==> src/hdl/tfrd_pkg.sv <==
// Shared types, codes and the command byte table of the tactile frame deframer.
package tfrd_pkg;

  // Input operation codes.
  localparam logic [1:0] OP_START = 2'd0;
  localparam logic [1:0] OP_BYTE  = 2'd1;
  localparam logic [1:0] OP_TICK  = 2'd2;

  // Configuration register indexes.
  localparam logic [1:0] CFG_REQ_LEN    = 2'd0;
  localparam logic [1:0] CFG_DEV_NUM    = 2'd1;
  localparam logic [1:0] CFG_TICK_LIMIT = 2'd2;

  // Register reset values.
  localparam logic [15:0] REQ_LEN_RESET    = 16'd717;
  localparam logic [7:0]  DEV_NUM_RESET    = 8'd0;
  localparam logic [15:0] TICK_LIMIT_RESET = 16'd100;

  // Default parameter values.
  localparam int PREFIX_BYTES_DEFAULT = 14;
  localparam int QUEUE_DEPTH_DEFAULT  = 4;

  // Frame header pair and counter limits.
  localparam logic [7:0]  HDR_FIRST     = 8'hAA;
  localparam logic [7:0]  HDR_SECOND    = 8'h55;
  localparam int          COUNT_W       = 17;
  localparam logic [16:0] COUNT_MAX     = 17'h1FFFF;
  localparam logic [15:0] ELAPSED_MAX   = 16'hFFFF;

  // Read command layout.
  localparam int CMD_LEN   = 14;
  localparam int CMD_POS_W = 4;
  // Byte sum of the fixed command bytes, modulo 256.
  localparam logic [7:0] CMD_FIXED_SUM = 8'h15;

  typedef enum logic [1:0] {
    KIND_CMD     = 2'd0,
    KIND_POINT   = 2'd1,
    KIND_DONE    = 2'd2,
    KIND_TIMEOUT = 2'd3
  } kind_t;

  typedef enum logic [1:0] {
    PH_IDLE = 2'd0,
    PH_HUNT = 2'd1,
    PH_RECV = 2'd2
  } phase_t;

  // One queued job for the back end: a single result, or a whole command burst.
  typedef struct packed {
    kind_t       kind;
    logic [7:0]  force_x;
    logic [7:0]  force_y;
    logic [7:0]  force_z;
    logic [14:0] point_index;
    logic        last;
  } job_t;

  // Byte at a given position of the read command, with the LRC in the final slot.
  function automatic logic [7:0] cmd_byte(input logic [CMD_POS_W-1:0] pos,
                                          input logic [7:0] dev_num,
                                          input logic [15:0] req_len);
    logic [7:0] addr;
    logic [7:0] res;
    addr = dev_num + 8'd1;
    case (pos)
      4'd0:    res = 8'h55;
      4'd1:    res = 8'hAA;
      4'd2:    res = 8'h09;
      4'd4:    res = addr;
      4'd6:    res = 8'hFB;
      4'd7:    res = 8'h0E;
      4'd8:    res = 8'h04;
      4'd11:   res = req_len[7:0];
      4'd12:   res = req_len[15:8];
      4'd13:   res = 8'h00 - (CMD_FIXED_SUM + addr + req_len[7:0]
                              + req_len[15:8]);
      default: res = 8'h00;
    endcase
    return res;
  endfunction

endpackage

==> src/hdl/tactile_frame_request_deframer_core.sv <==
// Top level of the tactile frame request deframer.
//
// Input stream (s_axis): one transaction per cycle while the job queue has room.
// tuser carries the operation (start request, received byte, millisecond tick),
// tdata the received byte. Output stream (m_axis): tuser carries the result kind
// (command byte, point, frame done, timeout), tlast marks the final command byte
// and the result that ends a frame. A start request produces the 14 read command
// bytes; a received byte or tick produces at most one result.
// Configuration: cfg_valid/cfg_ready write channel, always ready, index 0 is the
// payload length, 1 the module id, 2 the timeout in milliseconds; write only
// while the block is idle.
// An accepted input transaction is written into the job queue, then loaded into
// the output register, which drives m_axis_tvalid. Throughput: one input
// transaction per cycle while the job queue has room; the output register
// drains one result per cycle while the receiver is ready, so a start request
// holds the back end for its 14 command bytes. When the receiver stalls, the
// output register holds, the queue fills and s_axis_tready drops once it is full.
// Reset clears the frame state, the queue and the output valid, and loads the
// register defaults (length 717, module id 0, timeout 100 ms).
module tactile_frame_request_deframer_core import tfrd_pkg::*; #(
  parameter int PREFIX_BYTES = PREFIX_BYTES_DEFAULT,
  parameter int QUEUE_DEPTH  = QUEUE_DEPTH_DEFAULT
) (
  input  logic        clk,
  input  logic        rst,
  input  logic        s_axis_tvalid,
  output logic        s_axis_tready,
  input  logic [7:0]  s_axis_tdata,   // [7:0] rx_byte
  input  logic [1:0]  s_axis_tuser,   // [1:0] op
  output logic        m_axis_tvalid,
  input  logic        m_axis_tready,
  output logic [47:0] m_axis_tdata,   // [7:0] tx_byte, [15:8] force_x, [23:16] force_y,
                                      // [31:24] force_z, [46:32] point_index, [47] zero
  output logic [1:0]  m_axis_tuser,   // [1:0] kind
  output logic        m_axis_tlast,
  input  logic        cfg_valid,
  output logic        cfg_ready,
  input  logic [1:0]  cfg_index,
  input  logic [15:0] cfg_data
);

  logic [15:0] req_len;
  logic [7:0]  dev_num;
  logic [15:0] tick_limit;

  logic        push;
  job_t        push_job;
  logic        queue_full;
  logic        queue_empty;
  job_t        head_job;
  logic        pop;

  kind_t       out_kind;
  logic [7:0]  out_tx;
  logic [7:0]  out_x;
  logic [7:0]  out_y;
  logic [7:0]  out_z;
  logic [14:0] out_index;

  assign cfg_ready = 1'b1;

  // Configuration registers.
  always_ff @(posedge clk) begin
    if (rst) begin
      req_len    <= REQ_LEN_RESET;
      dev_num    <= DEV_NUM_RESET;
      tick_limit <= TICK_LIMIT_RESET;
    end else if (cfg_valid && cfg_ready) begin
      unique case (cfg_index)
        CFG_REQ_LEN:    req_len    <= cfg_data;
        CFG_DEV_NUM:    dev_num    <= cfg_data[7:0];
        CFG_TICK_LIMIT: tick_limit <= cfg_data;
        default: begin
          // Index beyond the register list: write is dropped.
        end
      endcase
    end
  end

  tfrd_front #(
    .PREFIX_BYTES(PREFIX_BYTES)
  ) u_front (
    .clk        (clk),
    .rst        (rst),
    .in_valid   (s_axis_tvalid),
    .in_ready   (s_axis_tready),
    .op         (s_axis_tuser),
    .rx_byte    (s_axis_tdata),
    .req_len    (req_len),
    .tick_limit (tick_limit),
    .queue_full (queue_full),
    .push       (push),
    .job        (push_job)
  );

  tfrd_queue #(
    .DEPTH(QUEUE_DEPTH)
  ) u_queue (
    .clk      (clk),
    .rst      (rst),
    .push     (push),
    .push_job (push_job),
    .pop      (pop),
    .full     (queue_full),
    .empty    (queue_empty),
    .head     (head_job)
  );

  tfrd_back u_back (
    .clk       (clk),
    .rst       (rst),
    .job_valid (!queue_empty),
    .job       (head_job),
    .pop       (pop),
    .dev_num   (dev_num),
    .req_len   (req_len),
    .out_valid (m_axis_tvalid),
    .out_ready (m_axis_tready),
    .out_kind  (out_kind),
    .out_tx    (out_tx),
    .out_x     (out_x),
    .out_y     (out_y),
    .out_z     (out_z),
    .out_index (out_index),
    .out_last  (m_axis_tlast)
  );

  assign m_axis_tuser = out_kind;
  assign m_axis_tdata = {1'b0, out_index, out_z, out_y, out_x, out_tx};

endmodule

==> src/hdl/tfrd_front.sv <==
// Front end: accepts input transactions, tracks the frame and queues results.
module tfrd_front import tfrd_pkg::*; #(
  parameter int PREFIX_BYTES = PREFIX_BYTES_DEFAULT
) (
  input  logic        clk,
  input  logic        rst,
  input  logic        in_valid,
  output logic        in_ready,
  input  logic [1:0]  op,
  input  logic [7:0]  rx_byte,
  input  logic [15:0] req_len,
  input  logic [15:0] tick_limit,
  input  logic        queue_full,
  output logic        push,
  output job_t        job
);

  phase_t      phase, phase_next;
  logic        saw_first, saw_first_next;
  logic [16:0] frame_count, frame_count_next;
  logic [7:0]  pending_x, pending_x_next;
  logic [7:0]  pending_y, pending_y_next;
  logic [1:0]  trip_pos, trip_pos_next;
  logic [14:0] pt_counter, pt_counter_next;
  logic [15:0] elapsed, elapsed_next;

  logic        accept;
  logic [16:0] end_limit;
  logic [16:0] count_inc;
  logic [15:0] elapsed_inc;
  logic        point_hit;
  logic        end_hit;

  assign in_ready  = !queue_full;
  assign accept    = in_valid && in_ready;
  assign end_limit = COUNT_W'(PREFIX_BYTES) + {1'b0, req_len};
  assign count_inc = (frame_count < COUNT_MAX) ? frame_count + 17'd1 : frame_count;
  assign elapsed_inc = (elapsed < ELAPSED_MAX) ? elapsed + 16'd1 : elapsed;

  // Frame state register.
  always_ff @(posedge clk) begin
    if (rst) begin
      phase       <= PH_IDLE;
      saw_first   <= 1'b0;
      frame_count <= '0;
      pending_x   <= '0;
      pending_y   <= '0;
      trip_pos    <= '0;
      pt_counter  <= '0;
      elapsed     <= '0;
    end else begin
      phase       <= phase_next;
      saw_first   <= saw_first_next;
      frame_count <= frame_count_next;
      pending_x   <= pending_x_next;
      pending_y   <= pending_y_next;
      trip_pos    <= trip_pos_next;
      pt_counter  <= pt_counter_next;
      elapsed     <= elapsed_next;
    end
  end

  // Classify each accepted transaction and decide what result it queues.
  always_comb begin
    phase_next       = phase;
    saw_first_next   = saw_first;
    frame_count_next = frame_count;
    pending_x_next   = pending_x;
    pending_y_next   = pending_y;
    trip_pos_next    = trip_pos;
    pt_counter_next  = pt_counter;
    elapsed_next     = elapsed;
    push             = 1'b0;
    job              = '0;
    point_hit        = 1'b0;
    end_hit          = 1'b0;
    if (accept) begin
      unique case (op)
        OP_START: begin
          // A new request abandons any frame in progress.
          push             = 1'b1;
          job.kind         = KIND_CMD;
          phase_next       = PH_HUNT;
          saw_first_next   = 1'b0;
          frame_count_next = '0;
          pending_x_next   = '0;
          pending_y_next   = '0;
          trip_pos_next    = '0;
          pt_counter_next  = '0;
          elapsed_next     = '0;
        end
        OP_TICK: begin
          if (phase != PH_IDLE) begin
            elapsed_next = elapsed_inc;
            if (elapsed_inc >= tick_limit) begin
              push       = 1'b1;
              job.kind   = KIND_TIMEOUT;
              job.last   = 1'b1;
              phase_next = PH_IDLE;
            end
          end
        end
        OP_BYTE: begin
          if (phase == PH_HUNT) begin
            if (saw_first && rx_byte == HDR_SECOND) begin
              // Header pair found: the frame count includes both header bytes.
              phase_next       = PH_RECV;
              frame_count_next = 17'd2;
              saw_first_next   = 1'b0;
              end_hit          = (17'd2 >= end_limit);
            end else begin
              saw_first_next = (rx_byte == HDR_FIRST);
            end
          end else if (phase == PH_RECV) begin
            frame_count_next = count_inc;
            if (count_inc > COUNT_W'(PREFIX_BYTES)) begin
              case (trip_pos)
                2'd0: begin
                  pending_x_next = rx_byte;
                  trip_pos_next  = 2'd1;
                end
                2'd1: begin
                  pending_y_next = rx_byte;
                  trip_pos_next  = 2'd2;
                end
                default: begin
                  point_hit       = 1'b1;
                  pt_counter_next = pt_counter + 15'd1;
                  trip_pos_next   = 2'd0;
                end
              endcase
            end
            end_hit = (count_inc >= end_limit);
          end
          if (point_hit) begin
            push            = 1'b1;
            job.kind        = KIND_POINT;
            job.force_x     = pending_x;
            job.force_y     = pending_y;
            job.force_z     = rx_byte;
            job.point_index = pt_counter;
            job.last        = end_hit;
          end else if (end_hit) begin
            push     = 1'b1;
            job.kind = KIND_DONE;
            job.last = 1'b1;
          end
          if (end_hit) begin
            phase_next = PH_IDLE;
          end
        end
        default: begin
          // Unused operation code: no effect.
        end
      endcase
    end
  end

endmodule

==> src/hdl/tfrd_queue.sv <==
// Short job queue between the front end and the back end.
module tfrd_queue import tfrd_pkg::*; #(
  parameter int DEPTH = QUEUE_DEPTH_DEFAULT
) (
  input  logic clk,
  input  logic rst,
  input  logic push,
  input  job_t push_job,
  input  logic pop,
  output logic full,
  output logic empty,
  output job_t head
);

  localparam int AW = (DEPTH > 1) ? $clog2(DEPTH) : 1;

  job_t            slots [DEPTH];
  logic [AW-1:0]   wr_ptr;
  logic [AW-1:0]   rd_ptr;
  logic [AW:0]     count;
  logic            do_push;
  logic            do_pop;

  assign full    = (count == (AW+1)'(DEPTH));
  assign empty   = (count == '0);
  assign do_push = push && !full;
  assign do_pop  = pop && !empty;
  assign head    = slots[rd_ptr];

  // Pointers and fill count.
  always_ff @(posedge clk) begin
    if (rst) begin
      wr_ptr <= '0;
      rd_ptr <= '0;
      count  <= '0;
    end else begin
      if (do_push) begin
        wr_ptr <= (wr_ptr == AW'(DEPTH - 1)) ? '0 : wr_ptr + AW'(1);
      end
      if (do_pop) begin
        rd_ptr <= (rd_ptr == AW'(DEPTH - 1)) ? '0 : rd_ptr + AW'(1);
      end
      if (do_push && !do_pop) begin
        count <= count + (AW+1)'(1);
      end else if (do_pop && !do_push) begin
        count <= count - (AW+1)'(1);
      end
    end
  end

  // Job storage.
  always_ff @(posedge clk) begin
    if (do_push) begin
      slots[wr_ptr] <= push_job;
    end
  end

endmodule

==> src/hdl/tfrd_back.sv <==
// Back end: expands command jobs into bytes and drives the output register.
module tfrd_back import tfrd_pkg::*; (
  input  logic        clk,
  input  logic        rst,
  input  logic        job_valid,
  input  job_t        job,
  output logic        pop,
  input  logic [7:0]  dev_num,
  input  logic [15:0] req_len,
  output logic        out_valid,
  input  logic        out_ready,
  output kind_t       out_kind,
  output logic [7:0]  out_tx,
  output logic [7:0]  out_x,
  output logic [7:0]  out_y,
  output logic [7:0]  out_z,
  output logic [14:0] out_index,
  output logic        out_last
);

  logic                 load;
  logic                 cmd_active;
  logic [CMD_POS_W-1:0] cmd_pos;
  logic                 cmd_end;

  assign load    = !out_valid || out_ready;
  assign pop     = load && !cmd_active && job_valid;
  assign cmd_end = (cmd_pos == CMD_POS_W'(CMD_LEN - 1));

  // Output valid and command burst sequencer.
  always_ff @(posedge clk) begin
    if (rst) begin
      out_valid  <= 1'b0;
      cmd_active <= 1'b0;
      cmd_pos    <= '0;
    end else if (load) begin
      if (cmd_active) begin
        out_valid  <= 1'b1;
        cmd_active <= !cmd_end;
        cmd_pos    <= cmd_pos + CMD_POS_W'(1);
      end else if (job_valid) begin
        out_valid <= 1'b1;
        if (job.kind == KIND_CMD) begin
          cmd_active <= 1'b1;
          cmd_pos    <= CMD_POS_W'(1);
        end
      end else begin
        out_valid <= 1'b0;
      end
    end
  end

  // Output payload.
  always_ff @(posedge clk) begin
    if (load) begin
      if (cmd_active) begin
        out_kind  <= KIND_CMD;
        out_tx    <= cmd_byte(cmd_pos, dev_num, req_len);
        out_x     <= '0;
        out_y     <= '0;
        out_z     <= '0;
        out_index <= '0;
        out_last  <= cmd_end;
      end else if (job_valid) begin
        out_kind  <= job.kind;
        out_tx    <= (job.kind == KIND_CMD) ? cmd_byte('0, dev_num, req_len) : 8'h00;
        out_x     <= job.force_x;
        out_y     <= job.force_y;
        out_z     <= job.force_z;
        out_index <= job.point_index;
        out_last  <= job.last;
      end
    end
  end

endmodule

==> config.mk <==
export PLATFORM = sky130hd
export DESIGN_NAME = tactile_frame_request_deframer_core
export DESIGN_NICKNAME = d
export VERILOG_FILES = /design/src/hdl/tfrd_pkg.sv /design/src/hdl/tactile_frame_request_deframer_core.sv /design/src/hdl/tfrd_front.sv /design/src/hdl/tfrd_queue.sv /design/src/hdl/tfrd_back.sv
export SDC_FILE = /design/constraint.sdc
export NUM_CORES = 1
export LEC_CHECK = 0
export ABC_AREA = 1
export ABC_CLOCK_PERIOD_IN_PS = 12400
export BUFFER_PORTS_ARGS = -buffer_cell sky130_fd_sc_hd__buf_2
export CORE_MARGIN = 2
export CORE_UTILIZATION = 55
export DETAILED_ROUTE_END_ITERATION = 10
export GPL_TIMING_DRIVEN = 0
export PLACE_DENSITY = 0.73
export SETUP_SLACK_MARGIN = 0.2
export SKIP_LAST_GASP = 1
export SLEW_MARGIN = 10
export SYNTH_ARGS = -nofsm -noshare
export SYNTH_HDL_FRONTEND = slang
export SYNTH_SLANG_ARGS = --single-unit
==> constraint.sdc <==
create_clock -name clk -period 12.4 [get_ports clk]
set_input_delay 0 -clock clk [delete_from_list [all_inputs] [get_ports clk]]
set_output_delay 0 -clock clk [all_outputs]
set_load 0.1 [all_outputs]
==> flow_summary.yaml <==
finish:
  area_growth_pct: 15.7
  layout.core_utilization_pct: 64.9
  drive_above_1_share_pct: 9.28
  layout.nets: 2160
detailed_routing:
  initialDrtViolationCount: 1068
  drt_pre_antenna_iters: 6
  detail_route.drc_violations: 0
  dr_total_vias: 13800
  finalWirelength_mm: 43.3
  route.detailed.wl_per_inst_um: 17.5
  route.detailed.vias_per_inst: 5.58
  postRouteAntennaNets: 0
global_routing:
  antenna_found_initial: 3
  grt_max_degree: 36
  number_of_global_route_vias_before_repair: 13400
  use_met2_pct: 48.9
  grtUsageTotal_pct: 27.8
  global_route.usage.met1_pct: 34.6
  grt_remaining_overflow: 0
  grt_util_met3_pct: 4.48
  wire_length_of_the_first_global_routing_pass_mm: 68.8
  grt_busiest_layer: "met2"
timing:
  timing.final.ws_setup_ns: 7.36
  worst_clock_skew_ns: 0.0172
  timing.setup.tns_ns: 0
  ratio_of_final_minimum_period_to_clock_period_pct: 40.7
  grt_setup_unrepaired: "no"
  tightestPinTransition_ns: 0.927
  finalSetupViolations: 0
  timing.max_slew.rel_slack_pct: 37.7
  post-route-min-period_ns: 5.04
  maxSlewViolCount: 0
  final_hold_viol_count: 0
  fmaxAchievable_mhz: 198
synthesis:
  most_instantiated_library_cell_after_synthesis: "sky130_fd_sc_hd__nand2_1"
  netlist.area_leader.share_pct: 39.2
  synth-edff-count: 218
  syn_avg_cell_area_um2: 8.89
  synth-seq-cells: 342
  synth_top_cells_by_count: "315 x sky130_fd_sc_hd__nand2_1, 289 x sky130_fd_sc_hd__nor2_1, 218 x sky130_fd_sc_hd__edfxtp_1"
  ys.flop_type: "sky130_fd_sc_hd__edfxtp_1"
  synth.largest_area_cell: "sky130_fd_sc_hd__edfxtp_1"
  synthDistinctLibCells: 50
  synth_seq_area_share_pct: 54.0
  synth.yosys.warnings: 0
  synth-async-reset-ratio_pct: 0
  post_synth_inst_count: 1880
  syn_area_um2: 16700
  post_synth_main_area_contributors: "sky130_fd_sc_hd__edfxtp_1 39%, sky130_fd_sc_hd__dfxtp_1 15%, sky130_fd_sc_hd__nand2_1 7.1%"
  mappedNetlistNets: 1987
clock_network:
  clkSlewWorstSetupHoldPaths_ns: 0.06
  clockBufferDepth: 3
  cts_post_setup_buffers_inserted: 0
  htree_num_levels: 2
  cts_tree: "yes"
  root_cell_of_the_clock_tree: "sky130_fd_sc_hd__clkbuf_16"
  numCtsBuffers: 36
  cts.sinks: 342
  clk_latency_worst_skew_pair_ns: 0.52
status:
  outcome: "complete, no violations"
pwr:
  power.total_mw: 3.97
  power_internal_mw: 2.31
  power.sequential.fraction_pct: 36.4
  power.density_cell_area_nw_per_um2: 205
  p_leak_nw: 7.36
  switchingPower_mw: 1.66
  power.clock.fraction_pct: 27.4
  vdd.ir_drop.worst_v: 0.000132
  sw_frac_of_total_pct: 41.8
  p_comb_share_pct: 36.2
place:
  place.port_buffers: 84
  final_weighted_congestion_in_routability_driven_placement: 0.929
  post-dp-hpwl_mm: 31.8
  placement.setup.worst_slack_ns: 7.46
setup_path:
  cp_max_stage_delay_ns: 0.68
  crit_required_ns: 12.60
  crit_path_end_kind: "flop"
  r2r_slack_ns: 7.36
  setup.worst_path.start_class: "flop"
  critical_path.cell_chain: "inv_1, ha_1, nand2_1, nand3_1, nor2_1, nand4_1, nand2_1, inv_1, ha_1, nand2_1, inv_1, nand3_1, nor3_1, nand4_1, nand3_1, o21ai_0, nand2_1, nand2_1, nand2_1, nor2_2, nor3b_2, buf_4, buf_4, buf_4"
  crit_type: "reg2reg"
  worst_path_dominant_cell_family: "simple AND/OR/NAND/NOR gates"
  critical_path.slowest_cell: "sky130_fd_sc_hd__nor3b_2"
  crit_fanout: 10
  critPathMostFrequentCell: "sky130_fd_sc_hd__nand2_1"
  path_buf_inv: 6
  critical_path_arrival_ns: 5.25
worst_hold_path:
  worst_hold_path_type: "in2reg"
die:
  die_area_um2: 31800
  top_level_i_o_count: 87
  effective_utilization_at_floorplan_pct: 56.1
  die_h_um: 178
  design.core.area_um2: 29800
  fp.dieW_um: 178
  fp-row-count: 63
flow_run:
  timing.max_cap.violations: 0
[per-layer routing]
| layer | wire, um | vias to the layer above |
|---|---|---|
| met2 | 21300 | 494 |
| met1 | 17700 | 6469 |
| met3 | 2870 | 106 |
| met4 | 1460 | 4 |
| met5 | 22 | - |
| li1 | - | 6712 |
[placed cells by master, fill, tap and decap left out, types with 15 or more instances in the layout]
master / Yosys / final
sky130_fd_sc_hd__inv_1: 179 / 179
sky130_fd_sc_hd__nand4_1: 18 / 18
sky130_fd_sc_hd__nand2_1: 315 / 314
sky130_fd_sc_hd__dlygate4sd3_1: 0 / 32
sky130_fd_sc_hd__xor2_1: 26 / 26
sky130_fd_sc_hd__nor3_1: 60 / 59
sky130_fd_sc_hd__dfxtp_1: 124 / 124
sky130_fd_sc_hd__a21oi_1: 178 / 178
sky130_fd_sc_hd__clkbuf_1: 63 / 70
sky130_fd_sc_hd__nand3_1: 64 / 64
sky130_fd_sc_hd__clkbuf_16: 0 / 36
sky130_fd_sc_hd__buf_2: 4 / 88
sky130_fd_sc_hd__buf_4: 3 / 15
sky130_fd_sc_hd__edfxtp_1: 218 / 218
sky130_fd_sc_hd__ha_1: 65 / 65
sky130_fd_sc_hd__nor2_1: 289 / 289
sky130_fd_sc_hd__o21ai_0: 161 / 161
[power groups by stage]
stage          Clock [mW]  Sequential, mW  Combinational (mW)
3_3_place_gp            0            1.47                1.38
3_5_place_dp            0            1.47                1.43
5_1_grt              1.14            1.46                1.54
6_report             1.09            1.44                1.44
4_1_cts              1.10            1.45                1.44
2_1_floorplan           0            2.10               0.475
[sequential cells by signal, indices dropped and copies added (netlist names), 15 cells and up, named ones only]
signal / flops
u_queue.slots: 168
u_front.frame_count: 17
req_len: 16
tick_limit: 16
u_front.elapsed: 16
u_back.out_index: 15
u_front.pt_counter: 15
[layout make-up]
type,count,area [um2]
multi-input combinational,1282,6700
antenna,1,2.50
sequential,342,9030
clock buffer,45,955
inverter,181,679
timing repair buffer,135,918
clock inverter,20,233
buffer,75,320
tap,390,488
fill,2477,10500
[worst register-to-register path, delay by kind of cell (launching register included)]
family,cells,cell delay (ns)
AO/OA/AOI/OAI,1,0.11
adder cells (fa/ha/maj),2,0.58
buffers and inverters,6,1.10
flip-flops,1,0.44
AND/OR/NAND/NOR,15,2.51
[per-stage QoR]
stage          cells  instance area, um2  hold slack (ns)
6_report        2471               19300           0.0577
5_1_grt         2471               19300            0.114
4_1_cts         2470               19300           0.0577
3_5_place_dp    2373               17800            0.269
3_3_place_gp    2354               17600            0.270
2_1_floorplan   1880               16700            0.130
[cell families (layout without fill, tap and decap cells)]
group,after synthesis,count (layout),synth area share (%)
AND/OR/NAND/NOR,786,786,19.8
buffers and inverters,256,456,5.98
XOR/XNOR,37,37,1.94
other,2,3,0.0450
flip-flops,342,342,54.0
AO/OA/AOI/OAI,383,383,12.2
adder cells (fa/ha/maj),74,74,5.95
[path summary, 6_finish.rpt]
kind / start / endpoint / depth (start not counted)
worst max-delay path: req_len[1]$_SDFFE_PP0P_ / u_queue.slots[1][11]$_DFFE_PP_ / 24
worst min-delay path: s_axis_tuser[1] / u_queue.wr_ptr[1]$_SDFFE_PP0P_ / 6
worst max register to register: req_len[1]$_SDFFE_PP0P_ / u_queue.slots[1][11]$_DFFE_PP_ / 24
worst min register to register: u_front.pt_counter[13]$_SDFFE_PP0P_ / u_front.pt_counter[13]$_SDFFE_PP0P_ / 2
[repair_timing]
action | 4_1_cts | 5_1_grt
setup endpoints to repair | 0 | 0
gates resized for setup | 0 | 0
endpoints found under the hold margin | 69 | 0
hold buffers | 32 | 0
Note: power is estimated with default switching activity, not from simulation.
